$ cat config.mk
export PLATFORM = sky130hd
export DESIGN_NAME = dstg_front
export DESIGN_NICKNAME = d
export VERILOG_FILES = /design/src/hdl/dstg_pkg.sv /design/src/hdl/dstg_front.sv
export SDC_FILE = /design/constraint.sdc
export NUM_CORES = 1
export LEC_CHECK = 0
export BUFFER_PORTS_ARGS = -buffer_cell sky130_fd_sc_hd__buf_4
export CAP_MARGIN = 10
export CORE_AREA = 2 2 39 41
export DETAILED_ROUTE_END_ITERATION = 10
export DIE_AREA = 0 0 41 43
export GPL_TIMING_DRIVEN = 0
export PLACE_DENSITY = 0.41
export SYNTH_ARGS = -nofsm -noshare
export SYNTH_HDL_FRONTEND = slang
export SYNTH_SLANG_ARGS = --single-unit
$ cat constraint.sdc
create_clock -name clk -period 3.1 [get_ports clk]
set_input_delay 0.155 -clock clk [delete_from_list [all_inputs] [get_ports clk]]
set_output_delay 0.155 -clock clk [all_outputs]
set_load 0.02 [all_outputs]
$ cat src/hdl/dstg_pkg.sv
// dstg_pkg: shared types and constants of the decaying sine tone generator
// used by dstg_front, dstg_back and decaying_sine_tone_generator_top
// no dependencies
package dstg_pkg;

  // configuration register indexes
  typedef enum logic [1:0] {
    CFG_PHASE_STEP   = 2'd0,
    CFG_AMPLITUDE    = 2'd1,
    CFG_DECAY_FACTOR = 2'd2,
    CFG_SAMPLE_TOTAL = 2'd3
  } cfg_reg_t;

  typedef struct packed {
    logic [31:0] phase_step;
    logic [15:0] amplitude;
    logic [23:0] decay_factor;
    logic [23:0] sample_total;
  } cfg_t;

  // one queued tick
  typedef struct packed {
    logic restart;
  } item_t;

  // queue head as seen by the back end
  typedef struct packed {
    logic  valid;
    item_t item;
  } q_head_t;

  localparam logic [14:0] FULL_SCALE     = 15'h7FFF;
  localparam logic [23:0] ENV_ONE        = 24'h800000;
  localparam logic [31:0] PHASE_STEP_RST = 32'd0;
  localparam logic [15:0] AMPLITUDE_RST  = 16'd32768;
  localparam logic [23:0] DECAY_RST      = 24'hFFFFFF;
  localparam logic [23:0] TOTAL_RST      = 24'd44100;

  // pi/2 in Q30
  localparam logic [63:0] HALF_PI_Q30 = 64'd1686629713;

  // taylor divisors (2n)(2n+1) for n = 1..7
  localparam logic [7:0] TAYLOR_DIV [7] = '{8'd6, 8'd20, 8'd42, 8'd72, 8'd110, 8'd156, 8'd210};

endpackage

$ cat src/hdl/dstg_front.sv
// dstg_front: accepts ticks and holds them in a two-entry queue
// depends on dstg_pkg
module dstg_front (
  input  logic              clk,
  input  logic              rst,
  input  logic              in_valid,
  output logic              in_stall,
  input  logic              restart,
  input  logic              hold,
  output dstg_pkg::q_head_t head,
  input  logic              q_pop
);

  logic [1:0]          cnt;
  dstg_pkg::item_t     slot0;
  dstg_pkg::item_t     slot1;
  dstg_pkg::item_t     in_item;
  logic                push;

  assign in_item.restart = restart;
  assign in_stall        = (cnt == 2'd2) || hold;
  assign push            = in_valid && !in_stall;
  assign head.valid      = (cnt != 2'd0);
  assign head.item       = slot0;

  always_ff @(posedge clk) begin
    if (rst) begin
      cnt <= 2'd0;
    end else begin
      priority if (push && q_pop) begin
        if (cnt == 2'd1) begin
          slot0 <= in_item;
        end else begin
          slot0 <= slot1;
          slot1 <= in_item;
        end
      end else if (q_pop) begin
        slot0 <= slot1;
        cnt   <= cnt - 2'd1;
      end else if (push) begin
        if (cnt == 2'd0) begin
          slot0 <= in_item;
        end else begin
          slot1 <= in_item;
        end
        cnt <= cnt + 2'd1;
      end else begin
        cnt <= cnt;
      end
    end
  end

endmodule

* After elaboration in Yosys (flattened, before gate mapping)
Index checks and enable logic that the tools add are counted.
** Operators by class
- Add/sub/neg operators :: 2
- Equality and inequality tests :: 5
- Muxes and demuxes :: 12
- Bitwise operators :: 2
- Reduce and logical (&&, ||, !) cells :: 13
** Operators by type and width (number)
- $mux W1 :: 10
- $reduce_bool A2 Y1 :: 3
- $reduce_bool A3 Y1 :: 2
- $reduce_and A5 Y1 :: 1
- $mux W2 :: 2
- $ne A2 B2 Y1 const B :: 2
- $reduce_and A3 Y1 :: 1
- $add A2 B1 Y2 const B :: 1
- $eq A2 B1 Y1 const B :: 1
- $eq A2 B2 Y1 const B :: 1
- $logic_and A1 B1 Y1 :: 2
- $logic_not A2 Y1 :: 1
- $ne A2 B1 Y1 const B :: 1
- $not A1 Y1 :: 2
- $reduce_and A2 Y1 :: 1
- $sub A2 B1 Y2 const B :: 1
- $logic_not A1 Y1 :: 1
- $logic_or A1 B1 Y1 :: 1
** Word-level totals
- Register bits :: 4
- Logic and storage cells :: 37

* Depth between registers and ports, before layout
Gate-level depths: netlist (run 1).
- Word-level depth :: 7
- Gate-level depth with buffers :: 9
- Mapped depth without buffers :: 9

* Worst setup path after synthesis (run 1)
Ideal clock, no wire load.
- Path type :: register to register
- From :: register cnt[0]
- To :: register slot0, data pin
- Arrival time :: 1.596 ns
- Data required time :: 2.840 ns
- Slack :: 1.243 ns
- Stages on the path, launching flop included :: 10
- Buffers on the path :: 0
- Period minus slack after synthesis :: 1.857 ns
- Cells stage by stage :: dfxtp_1 -> inv_1 -> ha_1 -> nor2_1 -> nand2_1 -> inv_2 -> ha_1 -> nor2b_4 -> o21bai_1 -> mux2_4
** Between the ends
- Word-level cells in the longest chain between the ends :: 6
- Elaborated cells between the ends (all ways) :: 8
- Classes of those cells :: 2 x eq/ne; 2 x mux; 4 x reduce/logical
** RTL lines
- start: declaration :: RTL line dstg_front.sv:14 : logic [1:0] cnt;
- start signal: assignment :: RTL line dstg_front.sv:39 : cnt <= cnt - 2'd1;
- start signal: assignment :: RTL line dstg_front.sv:46 : cnt <= cnt + 2'd1;
- start signal: assignment :: RTL line dstg_front.sv:48 : cnt <= cnt;
- $eq A2 B2 Y1 :: RTL line dstg_front.sv:21 : assign in_stall = (cnt == 2'd2) || hold;
- $logic_or A1 B1 Y1 :: RTL line dstg_front.sv:21
- $logic_not A1 Y1 :: RTL line dstg_front.sv:22 : assign push = in_valid && !in_stall;
- $logic_and A1 B1 Y1 :: RTL line dstg_front.sv:22
- $logic_and A1 B1 Y1 :: RTL line dstg_front.sv:30 : priority if (push && q_pop) begin
- $mux W1 * :: RTL line dstg_front.sv:30
- end signal: assignment :: RTL line dstg_front.sv:32 : slot0 <= in_item;
- end signal: assignment :: RTL line dstg_front.sv:34 : slot0 <= slot1;
- end signal: assignment :: RTL line dstg_front.sv:38 : slot0 <= slot1;
- end: declaration :: RTL line dstg_front.sv:15 : dstg_pkg::item_t slot0;
Every way passes the cells marked *; elsewhere a longest branch is shown, timed or not.
A chain may end at the register's enable or synchronous reset.

* Worst setup path in the final report (run 1)
Same ends and word-level chain as after synthesis.

==> impl_metrics.xml, run 1 <==
<?xml version="1.0" encoding="UTF-8"?>
<metrics>
  <group name="timing">
    <metric name="worst-slew-pin-transition" unit="ns">0.212</metric>
    <metric name="hold-worst-slack" unit="ns">0.101</metric>
    <metric name="timing.setup.tns" unit="ns">0</metric>
    <metric name="fmax" unit="MHz">495</metric>
    <metric name="setup_repair_after_global_routing_missed_its_margin" unit="">false</metric>
    <metric name="layout_worst_path_cycle_share" unit="">0.651</metric>
    <metric name="setup_violations" unit="">0</metric>
    <metric name="slew_viols_final" unit="">0</metric>
    <metric name="fin_worst_skew" unit="ns">0.0125</metric>
    <metric name="final_hold_viol_count" unit="">0</metric>
    <metric name="final_critical_period" unit="ns">2.02</metric>
    <metric name="max-slew-margin-rel" unit="">0.858</metric>
  </group>
  <group name="layout">
    <metric name="post_route_non_filler_standard_cell_count" unit="">59</metric>
    <metric name="multi_input_comb_area" unit="um2">173</metric>
    <metric name="finish.net_count" unit="">56</metric>
    <metric name="utilization" unit="">0.296</metric>
    <metric name="n_antenna_cell" unit="">0</metric>
    <metric name="layout-drive-gt1-share" unit="">0.372</metric>
    <metric name="combined_flip_flop_and_latch_cell_area" unit="um2">100</metric>
    <metric name="area_growth_from_synthesis_to_layout" unit="%">35.1</metric>
    <metric name="final.fill_count" unit="">158</metric>
    <metric name="finalInstanceArea" unit="um2">409</metric>
  </group>
  <group name="critical_path">
    <metric name="crit_end_element" unit="">flop</metric>
    <metric name="path_max_fanout" unit="">3</metric>
    <metric name="rrSetupSlack" unit="ns">1.08</metric>
    <metric name="timing.reg2reg.worst_path_depth" unit="">9</metric>
    <metric name="worstPathArrival" unit="ns">2.01</metric>
    <metric name="crit-reg2reg-launch" unit="">cnt[0]</metric>
    <metric name="setup.worst_path.start_class" unit="">flop</metric>
    <metric name="worstSetupPathType" unit="">reg -&gt; reg</metric>
    <metric name="cp.required" unit="ns">3.09</metric>
    <metric name="crit-reg2reg-capture" unit="">slot0</metric>
  </group>
  <group name="synthesis">
    <metric name="syn_area_per_cell" unit="um2">9.77</metric>
    <metric name="postSynthCellCount" unit="">31</metric>
    <metric name="yosys.cell_types.count" unit="">15</metric>
    <metric name="synth-seq-cells" unit="">4</metric>
    <metric name="synthesis.area" unit="um2">303</metric>
    <metric name="synth_nets" unit="">43</metric>
    <metric name="synth_seq_area_share" unit="">0.331</metric>
    <metric name="synth.yosys.warnings" unit="">0</metric>
  </group>
  <group name="clock_network">
    <metric name="clk_path_buf_depth" unit="">2</metric>
    <metric name="root_buffer" unit="">sky130_fd_sc_hd__clkbuf_4</metric>
    <metric name="cts_hold_repair.buffers" unit="">0</metric>
    <metric name="cts.repair.resized" unit="">0</metric>
    <metric name="post_cts.repair.setup_buffers" unit="">0</metric>
    <metric name="cts_made_buffers" unit="">3</metric>
    <metric name="htreeDepth" unit="">1</metric>
    <metric name="cts_sinks" unit="">4</metric>
    <metric name="tritoncts_clock_tree" unit="">built</metric>
    <metric name="clkTransAtPathRegs" unit="ns">0.04</metric>
    <metric name="clkLatencyLatePin" unit="ns">0.24</metric>
  </group>
  <group name="global_routing">
    <metric name="number_of_global_route_vias_before_repair" unit="">235</metric>
    <metric name="global_route.overflow_total" unit="">0</metric>
    <metric name="grtUsageTotal" unit="">0.0825</metric>
    <metric name="groute.layer.met1.usage" unit="">0.0680</metric>
    <metric name="grt_max_degree" unit="">5</metric>
    <metric name="antenna_found_initial" unit="">0</metric>
    <metric name="gr-usage-met3" unit="">0.0942</metric>
    <metric name="first_pass_grt_wire_length" unit="um">862</metric>
    <metric name="use_met2" unit="">0.125</metric>
    <metric name="grt_busiest_layer" unit="">met2</metric>
  </group>
  <group name="detailed_routing">
    <metric name="detail_route.vias_per_cell" unit="">4.03</metric>
    <metric name="detail_route.wirelength" unit="um">562</metric>
    <metric name="initialDrtViolationCount" unit="">1</metric>
    <metric name="drcViolationCount" unit="">0</metric>
    <metric name="drt_pass1_iterations" unit="">2</metric>
    <metric name="routed_wire_length_per_instance" unit="um">9.53</metric>
    <metric name="routed-via-count" unit="">238</metric>
    <metric name="final_antenna_net_count" unit="">0</metric>
  </group>
  <group name="placement">
    <metric name="post_dp_cell_area" unit="um2">383</metric>
    <metric name="hpwlAfterDp" unit="um">482</metric>
    <metric name="place.port_buffers" unit="">8</metric>
    <metric name="place.detailed.instances" unit="">55</metric>
    <metric name="place.gp.congestion" unit="">0.620</metric>
  </group>
  <group name="power">
    <metric name="switching_share" unit="">0.309</metric>
    <metric name="p_sw" unit="uW">65.9</metric>
    <metric name="cell_internal_pwr" unit="uW">147</metric>
    <metric name="clock_share_of_power" unit="">0.333</metric>
    <metric name="power.static_leakage" unit="uW">0.000198</metric>
    <metric name="pwr-share-comb" unit="">0.350</metric>
    <metric name="ir_worst_vdd" unit="V">0.000223</metric>
    <metric name="reg_power_frac" unit="">0.318</metric>
    <metric name="power-per-cell-area" unit="nW/um2">521</metric>
  </group>
  <group name="outcome">
    <metric name="outcome" unit="">completed</metric>
  </group>
  <group name="die">
    <metric name="fp.dieH" unit="um">43</metric>
    <metric name="count_of_pins_on_the_block_boundary" unit="">9</metric>
    <metric name="coreArea" unit="um2">1380</metric>
    <metric name="floorplan.initialDensity" unit="">0.219</metric>
    <metric name="die_width" unit="um">41</metric>
    <metric name="num_rows" unit="">14</metric>
    <metric name="dieArea" unit="um2">1760</metric>
  </group>
  <group name="hold_path">
    <metric name="worst_hold_startpoint" unit="">restart</metric>
    <metric name="cell_count_of_the_worst_hold_path" unit="">1</metric>
    <metric name="hp-class" unit="">in -&gt; reg</metric>
    <metric name="timing.hold.worst_endpoint" unit="">slot1</metric>
  </group>
  <group name="flow_run">
    <metric name="maxCapViolations" unit="">0</metric>
  </group>
</metrics>
[per-layer routing]
metal / vias to the layer above / routed length, um
li1: 124 / -
met1: 106 / 192
met2: 8 / 314
met4: 0 / 0
met5: - / 0
met3: 0 / 54
[cell usage after synthesis, drive strengths merged]
cell	instances	area (um2)
a211oi	2	15.0
a21oi	1	5.00
buf	1	7.51
dfxtp	2	40.0
edfxtp	2	60.1
ha	6	75.1
inv	6	22.5
mux2	1	15.0
nand2	1	3.75
nor2	4	15.0
nor2b	1	13.8
nor3	1	5.00
o21bai	1	7.51
xnor2	2	17.5
[power groups by stage]
stage	registers [uW]	logic (uW)	clock network, uW
finish	67.8	74.6	70.9
CTS	68.1	76.2	76.1
floorplan	67.4	52.1	0
global route	68.4	83.3	80.6
global placement	68.6	73.5	0
detailed placement	69.0	76.1	0
[worst max-delay path by stage]
| stage | endpoint | start | depth (start not counted) | slack, ns |
|---|---|---|---|---|
| 4_1_cts | slot0 | cnt[0] | 9 | 1.06 |
| 5_1_grt | slot0 | cnt[0] | 9 | 0.96 |
| 6_report | slot0 | cnt[0] | 9 | 1.08 |
| 3_5_place_dp | slot0 | cnt[0] | 9 | 1.05 |
| 3_3_place_gp | slot0 | cnt[0] | 9 | 1.13 |
| 2_1_floorplan | slot0 | cnt[0] | 9 | 1.24 |
[sequential cells by signal, summed over array words and instances, names as in the netlist]
register / cells
cnt: 2
slot1: 1
slot0: 1
[kinds of logic after synthesis]
kind of cell / after synthesis / share of synthesized area
adder cells (fa/ha/maj): 6 / 0.248
flip-flops: 4 / 0.331
multiplexers: 1 / 0.0496
XOR/XNOR: 2 / 0.0579
buffers and inverters: 7 / 0.0992
AO/OA/AOI/OAI: 4 / 0.0909
AND/OR/NAND/NOR: 7 / 0.124
[stage by stage]
stage          power [uW]  setup slack [ns]
4_1_cts               220              1.06
3_3_place_gp          142              1.13
3_5_place_dp          145              1.05
6_report              213              1.08
5_1_grt               232             0.963
2_1_floorplan         119              1.24
[area by class of cell]
cell class,count,area share
Timing Repair Buffer,8,0.147
Sequential cell,4,0.245
Multi-Input combinational cell,20,0.422
Inverter,6,0.0550
Tap cell,16,0.0489
Clock buffer,4,0.0642
Buffer,1,0.0183
[cell usage in the layout, fill, tap and decap left out]
| cell | n |
|---|---|
| sky130_fd_sc_hd__a211oi_1 | 2 |
| sky130_fd_sc_hd__a21oi_1 | 1 |
| sky130_fd_sc_hd__buf_4 | 9 |
| sky130_fd_sc_hd__clkbuf_1 | 1 |
| sky130_fd_sc_hd__clkbuf_4 | 3 |
| sky130_fd_sc_hd__dfxtp_1 | 2 |
| sky130_fd_sc_hd__edfxtp_1 | 2 |
| sky130_fd_sc_hd__ha_1 | 6 |
| sky130_fd_sc_hd__inv_1 | 4 |
| sky130_fd_sc_hd__inv_2 | 2 |
| sky130_fd_sc_hd__mux2_4 | 1 |
| sky130_fd_sc_hd__nand2_1 | 1 |
| sky130_fd_sc_hd__nor2_1 | 4 |
| sky130_fd_sc_hd__nor2b_4 | 1 |
| sky130_fd_sc_hd__nor3_1 | 1 |
| sky130_fd_sc_hd__o21bai_1 | 1 |
| sky130_fd_sc_hd__xnor2_1 | 2 |
[critical path: stages (launching register included)]
cell,delay [ns]
sky130_fd_sc_hd__dfxtp_1,0.37
sky130_fd_sc_hd__inv_1,0.08
sky130_fd_sc_hd__ha_1,0.19
sky130_fd_sc_hd__nor2_1,0.14
sky130_fd_sc_hd__nand2_1,0.13
sky130_fd_sc_hd__inv_2,0.07
sky130_fd_sc_hd__ha_1,0.18
sky130_fd_sc_hd__nor2b_4,0.16
sky130_fd_sc_hd__o21bai_1,0.14
sky130_fd_sc_hd__mux2_4,0.31
Note: power is estimated with default switching activity, not from simulation.
==> inputs of run 2 (changes only) <==
--- a/config.mk
+++ b/config.mk
@@ -11,7 +11,7 @@
 export DETAILED_ROUTE_END_ITERATION = 10
 export DIE_AREA = 0 0 41 43
 export GPL_TIMING_DRIVEN = 0
-export PLACE_DENSITY = 0.41
+export PLACE_DENSITY = 0.42
 export SYNTH_ARGS = -nofsm -noshare
 export SYNTH_HDL_FRONTEND = slang
 export SYNTH_SLANG_ARGS = --single-unit
==> constraint.sdc (replaced) <==
create_clock -name clk -period 1.8 [get_ports clk]
set_input_delay 0.09 -clock clk [delete_from_list [all_inputs] [get_ports clk]]
set_output_delay 0.09 -clock clk [all_outputs]
set_load 0.02 [all_outputs]
==> run 2 against run 1 <==
- utilization up 6.1 points
- flip-flop and latch count did not move
- cell area is 21% higher
- routed wire length grew 4.4%
- die area did not move
- setup slack got worse by 0.98 ns
- clock skew fell by 0.0087 ns
- fmax up 19%
==> impl_metrics.xml, run 2 (synthesis gave the netlist of run 1 again) <==
<?xml version="1.0" encoding="UTF-8"?>
<metrics>
  <group name="power">
    <metric name="power-per-cell-area" unit="nW/um2">826</metric>
    <metric name="p_sw" unit="uW">129</metric>
    <metric name="power.static_leakage" unit="uW">0.000227</metric>
    <metric name="pwr-share-comb" unit="">0.409</metric>
    <metric name="switching_share" unit="">0.315</metric>
    <metric name="ir_worst_vdd" unit="V">0.000216</metric>
    <metric name="clock_share_of_power" unit="">0.299</metric>
    <metric name="reg_power_frac" unit="">0.292</metric>
    <metric name="totalPowerFinal" unit="uW">408</metric>
    <metric name="cell_internal_pwr" unit="uW">279</metric>
  </group>
  <group name="global_routing">
    <metric name="first_pass_grt_wire_length" unit="um">931</metric>
    <metric name="grtUsageTotal" unit="">0.0844</metric>
    <metric name="grt_max_degree" unit="">5</metric>
    <metric name="number_of_global_route_vias_before_repair" unit="">249</metric>
    <metric name="global_route.overflow_total" unit="">0</metric>
    <metric name="antenna_found_initial" unit="">0</metric>
  </group>
  <group name="hold_path">
    <metric name="hp-class" unit="">in -&gt; reg</metric>
  </group>
  <group name="die">
    <metric name="coreArea" unit="um2">1380</metric>
    <metric name="fp.dieH" unit="um">43</metric>
    <metric name="count_of_pins_on_the_block_boundary" unit="">9</metric>
    <metric name="dieArea" unit="um2">1760</metric>
    <metric name="die_width" unit="um">41</metric>
    <metric name="num_rows" unit="">14</metric>
    <metric name="floorplan.initialDensity" unit="">0.219</metric>
  </group>
  <group name="critical_path">
    <metric name="crit-reg2reg-capture" unit="">slot0</metric>
    <metric name="setup.worst_path.start_class" unit="">flop</metric>
    <metric name="rrSetupSlack" unit="ns">0.10</metric>
    <metric name="timing.reg2reg.worst_path_depth" unit="">9</metric>
    <metric name="crit_end_element" unit="">flop</metric>
    <metric name="path_max_fanout" unit="">2</metric>
    <metric name="worstSetupPathType" unit="">reg -&gt; reg</metric>
    <metric name="worst_setup_path_startpoint" unit="">cnt[0]</metric>
    <metric name="crit-reg2reg-launch" unit="">cnt[0]</metric>
    <metric name="worstSetupEndpoint" unit="">slot0</metric>
    <metric name="cp.required" unit="ns">1.78</metric>
    <metric name="worstPathArrival" unit="ns">1.68</metric>
  </group>
  <group name="placement">
    <metric name="dp_slack" unit="ns">-0.0953</metric>
    <metric name="hpwlAfterDp" unit="um">449</metric>
    <metric name="post_dp_cell_area" unit="um2">397</metric>
    <metric name="place.port_buffers" unit="">8</metric>
    <metric name="place.gp.congestion" unit="">0.746</metric>
    <metric name="place.detailed.instances" unit="">55</metric>
  </group>
  <group name="layout">
    <metric name="layout-drive-gt1-share" unit="">0.583</metric>
    <metric name="multi_input_comb_area" unit="um2">219</metric>
    <metric name="area_growth_from_synthesis_to_layout" unit="%">63.2</metric>
    <metric name="post_route_non_filler_standard_cell_count" unit="">64</metric>
    <metric name="finish.net_count" unit="">61</metric>
    <metric name="top_regs" unit="">cnt (2), slot0 (1), slot1 (1)</metric>
    <metric name="n_antenna_cell" unit="">0</metric>
    <metric name="registers.top_by_ff_count" unit="">cnt</metric>
    <metric name="combined_flip_flop_and_latch_cell_area" unit="um2">101</metric>
    <metric name="utilization" unit="">0.357</metric>
    <metric name="final.fill_count" unit="">154</metric>
    <metric name="finalInstanceArea" unit="um2">494</metric>
    <metric name="largest_register_ff_count" unit="">2</metric>
    <metric name="final_cell_mix" unit="">sky130_fd_sc_hd__buf_4 (14), sky130_fd_sc_hd__ha_1 (4)</metric>
    <metric name="most_common_cell_after_layout_fill_and_taps_aside" unit="">sky130_fd_sc_hd__buf_4</metric>
  </group>
  <group name="detailed_routing">
    <metric name="drcViolationCount" unit="">0</metric>
    <metric name="drt_pass1_iterations" unit="">2</metric>
    <metric name="detail_route.wirelength" unit="um">587</metric>
    <metric name="routed_wire_length_per_instance" unit="um">9.17</metric>
    <metric name="routed-via-count" unit="">252</metric>
    <metric name="detail_route.vias_per_cell" unit="">3.94</metric>
    <metric name="initialDrtViolationCount" unit="">2</metric>
    <metric name="final_antenna_net_count" unit="">0</metric>
  </group>
  <group name="timing">
    <metric name="fmax" unit="MHz">589</metric>
    <metric name="layout_worst_path_cycle_share" unit="">0.944</metric>
    <metric name="final_critical_period" unit="ns">1.70</metric>
    <metric name="setup_repair_after_global_routing_missed_its_margin" unit="">false</metric>
    <metric name="slew_viols_final" unit="">0</metric>
    <metric name="setup_violations" unit="">0</metric>
    <metric name="max-slew-margin-rel" unit="">0.838</metric>
    <metric name="final_hold_viol_count" unit="">0</metric>
    <metric name="fin_worst_skew" unit="ns">0.00385</metric>
    <metric name="finalWorstSetupSlack" unit="ns">0.102</metric>
    <metric name="worst-slew-pin-transition" unit="ns">0.242</metric>
  </group>
  <group name="clock_network">
    <metric name="cts_made_buffers" unit="">3</metric>
    <metric name="clkTransAtPathRegs" unit="ns">0.04</metric>
    <metric name="tritoncts_clock_tree" unit="">built</metric>
    <metric name="htreeDepth" unit="">1</metric>
    <metric name="cts_sinks" unit="">4</metric>
    <metric name="root_buffer" unit="">sky130_fd_sc_hd__clkbuf_4</metric>
    <metric name="clk_path_buf_depth" unit="">2</metric>
    <metric name="cts_hold_repair.buffers" unit="">0</metric>
    <metric name="clkLatencyLatePin" unit="ns">0.23</metric>
  </group>
  <group name="outcome">
    <metric name="outcome" unit="">completed</metric>
  </group>
  <group name="flow_run">
    <metric name="maxCapViolations" unit="">0</metric>
  </group>
</metrics>
## run 2: area by class of cell
type	instances	share of cell area
Multi-Input combinational cell	20	0.443
Sequential cell	4	0.205
Timing Repair Buffer	13	0.197
Clock buffer	4	0.0532
Inverter	6	0.0456
Tap cell	16	0.0405
Buffer	1	0.0152
## run 2: metrics by stage
step                      hold WS, ns  TNS, ns
final                          0.0386        0
after floorplan                 0.155        0
after CTS                      0.0306        0
after detailed placement        0.280  -0.0953
after global placement          0.276  -0.0784
after global routing           0.0341        0
## run 2: layer usage
metal  wire [um]  part of all wire  GRT usage
met5           0                 0          0
met4           0                 0      0.120
met3          25             0.043          0
met2         329              0.56      0.113
met1         232              0.40     0.0968
## run 2: critical path, cell delays in order, from the launching register on
cell and delay [ns]:
sky130_fd_sc_hd__dfxtp_2 0.33, sky130_fd_sc_hd__inv_2 0.05, sky130_fd_sc_hd__ha_4 0.16, sky130_fd_sc_hd__nor2_4 0.08
sky130_fd_sc_hd__nand2_2 0.06, sky130_fd_sc_hd__inv_2 0.07, sky130_fd_sc_hd__ha_4 0.13, sky130_fd_sc_hd__nor2b_4 0.14
sky130_fd_sc_hd__o21bai_4 0.12, sky130_fd_sc_hd__mux2_4 0.30
## run 2: worst min-delay path by stage
stage | from | to | slack [ns] | cells after the start
after floorplan | rst | cnt[0] | 0.15 | 1
after global placement | rst | cnt[0] | 0.28 | 2
after detailed placement | rst | cnt[0] | 0.28 | 2
after CTS | rst | cnt[0] | 0.03 | 2
after global routing | rst | cnt[0] | 0.03 | 2
final | rst | cnt[0] | 0.04 | 2
## run 2: repair_timing
action / in CTS / in global routing
pin swaps: 3 / 2
setup endpoints to repair: 1 / 2
setup buffers: 4 / 1
gates resized for setup: 3 / 4
## run 2: power by group through the flow
stage | registers (uW) | clock network [uW] | logic [uW]
CTS | 117 | 128 | 154
global placement | 119 | 0 | 129
finish | 119 | 122 | 167
floorplan | 117 | 0 | 91.3
detailed placement | 120 | 0 | 132
global route | 120 | 135 | 184
